[config.mk]
export PLATFORM = sky130hd
export DESIGN_NAME = c8_fb
export DESIGN_NICKNAME = d
export VERILOG_FILES = /design/src/hw/rtl/c8_pkg.sv /design/src/hw/rtl/c8_fb.sv
export SDC_FILE = /design/constraint.sdc
export NUM_CORES = 2
export LEC_CHECK = 0
export ABC_AREA = 1
export BUFFER_PORTS_ARGS = -buffer_cell sky130_fd_sc_hd__clkbuf_2
export CORE_ASPECT_RATIO = 0.9
export CORE_UTILIZATION = 35
export DETAILED_ROUTE_END_ITERATION = 12
export MAX_ROUTING_LAYER = met4
export PLACE_DENSITY = 0.5
export SKIP_LAST_GASP = 1
export SLEW_MARGIN = 30
export SYNTH_ARGS = -nofsm -noshare
export SYNTH_HDL_FRONTEND = slang
export SYNTH_SLANG_ARGS = --single-unit
[constraint.sdc]
create_clock -name clk_i -period 2.88 [get_ports clk_i]
set_clock_uncertainty 0.05 [all_clocks]
set_input_delay 0.864 -clock clk_i [delete_from_list [all_inputs] [get_ports clk_i]]
set_output_delay 0.864 -clock clk_i [all_outputs]
set_load 0.01 [all_outputs]
[src/hw/rtl/c8_pkg.sv]
// ----------------------------------------------------------------------------
// Instruction core package
// Shared constants, types and the font table of the instruction core.
// ----------------------------------------------------------------------------
package c8_pkg;

  localparam int unsigned MemBytes     = 4096;
  localparam int unsigned MemAw        = 12;
  localparam int unsigned StackDepth   = 16;
  localparam int unsigned StackAw      = $clog2(StackDepth);
  localparam int unsigned ScreenWidth  = 64;
  localparam int unsigned ScreenHeight = 32;
  localparam int unsigned RowAw        = 5;
  localparam int unsigned FontBytes    = 80;
  localparam logic [MemAw-1:0] ProgramStart = 12'd512;

  localparam logic [1:0] CmdExec = 2'd0;
  localparam logic [1:0] CmdTick = 2'd1;
  localparam logic [1:0] CmdLoad = 2'd2;
  localparam logic [1:0] CmdRead = 2'd3;

  localparam int unsigned InDataW  = 56;
  localparam int unsigned OutDataW = 104;

  typedef struct packed {
    logic [7:0]  data;
    logic [11:0] address;
    logic [15:0] random_value;
    logic [15:0] key_state;
    logic [1:0]  command;
  } in_item_t;

  typedef struct packed {
    logic [63:0] row_pixels;
    logic        sound_on;
    logic [7:0]  flag_value;
    logic        display_changed;
    logic        waiting_key;
    logic [15:0] opcode;
    logic [11:0] pc;
  } out_item_t;

  // Memory port request from the sequencer.
  typedef struct packed {
    logic             we;
    logic [MemAw-1:0] addr;
    logic [7:0]       wdata;
  } mem_req_t;

  // Framebuffer port request from the sequencer.
  typedef struct packed {
    logic             we;
    logic [RowAw-1:0] addr;
    logic [63:0]      wdata;
  } fb_req_t;

  function automatic logic [7:0] font_byte(input logic [6:0] idx);
    logic [7:0] f [FontBytes];
    f = '{8'hF0, 8'h90, 8'h90, 8'h90, 8'hF0, 8'h20, 8'h60, 8'h20, 8'h20, 8'h70,
          8'hF0, 8'h10, 8'hF0, 8'h80, 8'hF0, 8'hF0, 8'h10, 8'hF0, 8'h10, 8'hF0,
          8'h90, 8'h90, 8'hF0, 8'h10, 8'h10, 8'hF0, 8'h80, 8'hF0, 8'h10, 8'hF0,
          8'hF0, 8'h80, 8'hF0, 8'h90, 8'hF0, 8'hF0, 8'h10, 8'h20, 8'h40, 8'h40,
          8'hF0, 8'h90, 8'hF0, 8'h90, 8'hF0, 8'hF0, 8'h90, 8'hF0, 8'h10, 8'hF0,
          8'hF0, 8'h90, 8'hF0, 8'h90, 8'h90, 8'hE0, 8'h90, 8'hE0, 8'h90, 8'hE0,
          8'hF0, 8'h80, 8'h80, 8'h80, 8'hF0, 8'hE0, 8'h90, 8'h90, 8'h90, 8'hE0,
          8'hF0, 8'h80, 8'hF0, 8'h80, 8'hF0, 8'hF0, 8'h80, 8'hF0, 8'h80, 8'h80};
    return (idx < 7'(FontBytes)) ? f[idx] : 8'h00;
  endfunction

endpackage

[src/hw/rtl/c8_fb.sv]
// ----------------------------------------------------------------------------
// Framebuffer
// 32 rows of 64 pixels with one port and a registered read. Per-row valid
// bits give rows never written since reset the value zero; clear drops them.
// ----------------------------------------------------------------------------
module c8_fb (
  input  logic             clk_i,
  input  logic             rst_ni,
  input  c8_pkg::fb_req_t  req_i,
  input  logic             clear_i,
  output logic [63:0]      rdata_o,
  output logic             any_set_o
);
  import c8_pkg::*;

  logic [63:0]             rows [ScreenHeight];
  logic [ScreenHeight-1:0] vld_q, vld_d;
  logic [ScreenHeight-1:0] nz_q, nz_d;
  logic [63:0]             rd_q;
  logic                    rd_vld_q;

  always_comb begin
    vld_d = vld_q;
    nz_d  = nz_q;
    if (clear_i) begin
      vld_d = '0;
      nz_d  = '0;
    end else if (req_i.we) begin
      vld_d[req_i.addr] = 1'b1;
      nz_d[req_i.addr]  = (req_i.wdata != '0);
    end
  end

  always_ff @(posedge clk_i or negedge rst_ni) begin
    if (!rst_ni) begin
      vld_q    <= '0;
      nz_q     <= '0;
      rd_vld_q <= 1'b0;
    end else begin
      vld_q    <= vld_d;
      nz_q     <= nz_d;
      rd_vld_q <= vld_q[req_i.addr];
    end
  end

  always_ff @(posedge clk_i) begin
    if (req_i.we) begin
      rows[req_i.addr] <= req_i.wdata;
    end
    rd_q <= rows[req_i.addr];
  end

  assign rdata_o   = rd_vld_q ? rd_q : '0;
  assign any_set_o = (nz_q != '0);

endmodule

==> impl_results.rst <==
.. list-table::
   :header-rows: 1

   * - Metric
     - Value
   * - Seq/Total Area, Yosys
     - 0.766
   * - Leading post-synthesis cells by cell area
     - sky130_fd_sc_hd__edfxtp_1 73%, sky130_fd_sc_hd__nand2_1 14%, sky130_fd_sc_hd__dfrtp_1 1.9%
   * - Via count of the routed design
     - 54200
   * - Standard-cell rows
     - 170
   * - P_leak
     - about 37 nW
   * - Final setup violation count
     - 61
   * - Post-layout instance area
     - 100000 um2
   * - Number of placed instances with taps included
     - 10300
   * - Overall power consumption
     - 66.8 mW
   * - Register-to-register setup slack
     - 1.37 ns
   * - Worst Setup End Kind
     - output port
   * - CTS tree
     - done
   * - Slew @ Worst Pin
     - 0.707 ns
   * - IR Drop Worst-Case VDD
     - 0.000565 V
   * - TritonCTS Sinks
     - 2177
   * - Per-cell routed wire length
     - 25.0 um
   * - Dominant combinational cell family by area after synthesis
     - simple AND/OR/NAND/NOR gates
   * - Syn Nets
     - 7054
   * - Adder-cell share of the synthesized area
     - 0
   * - Time the worst path needs with I/O delays and setup
     - 3.04 ns
   * - Total cell area at the placement stage
     - 91800 um2
   * - Initial core utilization
     - 0.352
   * - Count of cell types in the netlist
     - 23
   * - Pre-CTS setup slack
     - 0.00850 ns
   * - Vias in the first global route
     - approximately 52000
   * - Clock input transition at the sequential cells of the worst setup and hold paths
     - ~0.070 ns
   * - Final worst slack
     - -0.161 ns
   * - Drt via density
     - 5.07
   * - Required arrival time at the worst endpoint
     - approximately 2.0 ns
   * - Count of synthesis-stage warnings from yosys
     - 0
   * - Endpoint of the most critical register-to-register path
     - rd_q[0]$_DFF_P_
   * - Summed negative setup slack over all endpoints
     - -3.79 ns
   * - Worst r2r src
     - rows[4][0]$_DFFE_PP_
   * - Max Clk Rate
     - 329 MHz
   * - Clock buffer depth
     - 4
   * - Floorplan die width
     - ~520 um
   * - Final max-slew violation count
     - 0
   * - Max-Cap Viols
     - 0
   * - Number of DRC violations after detailed-routing iteration 0
     - 4947
   * - Relative max-transition margin
     - 0.529
   * - Number of levels in the clock H-tree
     - 4
   * - Full die area
     - roughly 240000 um2
   * - Top-level port count
     - 138
   * - Final clock period utilization by the worst path
     - 1.06
   * - Min Hold Slack
     - between 0.4 and 0.5 ns
   * - Total CTS buffers
     - approximately 220
   * - Largest net degree at the start of global routing
     - 93
   * - Simple-gate portion of the synthesized area
     - 0.180
   * - #FFs+latches synth
     - 2177
   * - Largest area contributor in the synthesized netlist
     - sky130_fd_sc_hd__edfxtp_1
   * - Master cell of the clock root buffer
     - sky130_fd_sc_hd__clkbuf_16
   * - Hold Path Class
     - in -> async
   * - Crit path kind
     - reg -> out
   * - Final GP Congestion
     - 0.790
   * - GRT Overall Usage
     - 0.225
   * - Run status
     - finished with violations
   * - Fraction of synthesized cell area in xor and xnor cells
     - 0
   * - Endpoint arrival time on the critical path
     - 2.13 ns
   * - CP Max Fanout
     - 7
   * - Synth Area in Compound Gates
     - 0.0306
   * - Violations in the final reports
     - DRC, setup timing
   * - Final Non-Filler Cells
     - 10700
   * - Core region area
     - about 240000 um2
   * - RSZ-0062 raised after global routing
     - true
   * - Remaining global-route overflow
     - 0
   * - Cell area after synthesis
     - 84000 um2
   * - Average cell area after synthesis
     - between 10 and 15 um2
   * - Source-to-sink clock delay at the later pin of the worst-skew pair
     - 0.89 ns
   * - Power density of the placed cells
     - 669 nW/um2
   * - Area fraction of the dominant cell type after synthesis
     - 0.732
   * - Number of DRC violations after detailed routing
     - 32
   * - Number of buffers added on ports
     - 137
   * - Area added between synthesis and finish
     - 19.0%
   * - Layout cells sized above 1
     - 0.126
   * - Final layout net count
     - 7411
   * - Number of instances in the synthesized netlist
     - 6981
   * - Number of antenna violations at the first check in global routing
     - 9
   * - Remaining number of nets flagged by the antenna check after routing
     - 0
   * - Pre-Repair DR Iteration Count
     - 9
   * - Die Y-Extent
     - between 400 and 500 um
   * - FF-to-FF path depth
     - 6
   * - DP Wirelength
     - 143 mm
   * - Startpoint Class
     - flop
   * - Mux share of post-synthesis cell area
     - 0
   * - Final core utilization
     - 0.419
   * - Number of endpoints with negative hold slack in the final report
     - 0
   * - Wire length of the first global-routing pass
     - 382 mm
   * - Routed Wire Length
     - 268 mm
cell usage in the layout, fill, tap and decap left out, drive strengths merged:
| cell type | synthesis | routed |
|---|---|---|
| nand2 | 3188 | 3188 |
| edfxtp | 2048 | 2048 |
| clkbuf | 109 | 396 |
| buf | 231 | 392 |
| nor2 | 336 | 336 |
| a21oi | 257 | 257 |
| o21ai | 257 | 257 |
| nand4 | 195 | 195 |
| inv | 115 | 115 |
| nand3 | 106 | 106 |
| clkinv | 0 | 66 |
| dfrtp | 65 | 65 |
| dfxtp | 64 | 64 |
| bufinv | 0 | 13 |
| nor4 | 8 | 8 |
| diode | 0 | 5 |
| clkinvlp | 0 | 4 |
| nor3 | 2 | 2 |
| dlygate4sd3 | 0 | 1 |
cell usage after synthesis (all sizes together):
library cell  number
nand3            106
dfxtp             64
a21oi            257
nor3               2
o21ai            257
edfxtp          2048
clkbuf           109
nand4            195
nor2             336
nand2           3188
inv              115
dfrtp             65
buf              231
nor4               8
worst max-delay path, cell delays in order (launching register included):
cell	delay [ns]
sky130_fd_sc_hd__dfrtp_4	0.54
sky130_fd_sc_hd__buf_16	0.19
sky130_fd_sc_hd__buf_6	0.17
sky130_fd_sc_hd__nand2_1	0.06
sky130_fd_sc_hd__inv_1	0.07
sky130_fd_sc_hd__buf_2	0.14
power breakdown:
group / total, mW / internal, mW / switching [mW]
Sequential: 35.4 / 35.1 / 0.258
Combinational: 3.48 / 0.951 / 2.53
Clock: 28.0 / 15.9 / 12.1
Total: 66.8 / 52.0 / 14.9
kinds of logic (layout without fill, tap and decap cells):
group                  after synthesis  after routing
and+or+nand+nor                   3835           3835
AOI/OAI and AO/OA                  514            514
other                                0              5
DFF                               2177           2177
buffers and inverters              455            987
cell type report:
| cell class | instances | area [um2] |
|---|---|---|
| Sequential cell | 2177 | 64400 |
| Tap cell | 3182 | 3980 |
| Timing Repair Buffer | 472 | 5700 |
| Clock inverter | 83 | 767 |
| Fill cell | 22200 | 139000 |
| Inverter | 115 | 492 |
| Antenna cell | 5 | 12.5 |
| Multi-Input combinational cell | 4349 | 18500 |
| Clock buffer | 317 | 6140 |
repair_timing:
item / in CTS / in global routing
hold buffers: 1 / 0
buffers inserted: 8 / 4
gates cloned: 7 / 1
gates resized for setup: 101 / 218
pin swaps: 3 / 18
setup endpoints to repair: 65 / 65
endpoints found under the hold margin: 19 / 0
layer usage:
| metal | wire (um) | vias up | track usage | part of all wire |
|---|---|---|---|---|
| li1 | - | 24600 | - | - |
| met1 | 122000 | 27500 | 0.314 | 0.45 |
| met2 | 123000 | 1786 | 0.349 | 0.46 |
| met3 | 16600 | 343 | 0.0308 | 0.062 |
| met4 | 6310 | 0 | 0.0510 | 0.024 |
| met5 | 0 | - | - | 0 |
state kept, by name, indices dropped and copies added (netlist names):
signal	count
vld_q	32
rows	2048
nz_q	32
rd_vld_q	1
rd_q	64
worst max-delay path by stage:
| stage | cells past startpoint | slack, ns | start | endpoint |
|---|---|---|---|---|
| after floorplan | 6 | -0.02 | req_i[65] | rows[14][0]$_DFFE_PP_ |
| after global placement | 12 | 0.006 | req_i[34] | nz_q[2]$_DFFE_PN0P_ |
| after detailed placement | 7 | 0.009 | req_i[64] | rows[1][35]$_DFFE_PP_ |
| after CTS | 5 | -0.24 | nz_q[13]$_DFFE_PN0P_ | any_set_o |
| after global routing | 5 | -0.26 | nz_q[14]$_DFFE_PN0P_ | any_set_o |
| final | 5 | -0.16 | rd_vld_q$_DFF_PN0_ | rdata_o[33] |
Power figures use the tool's default switching activity.
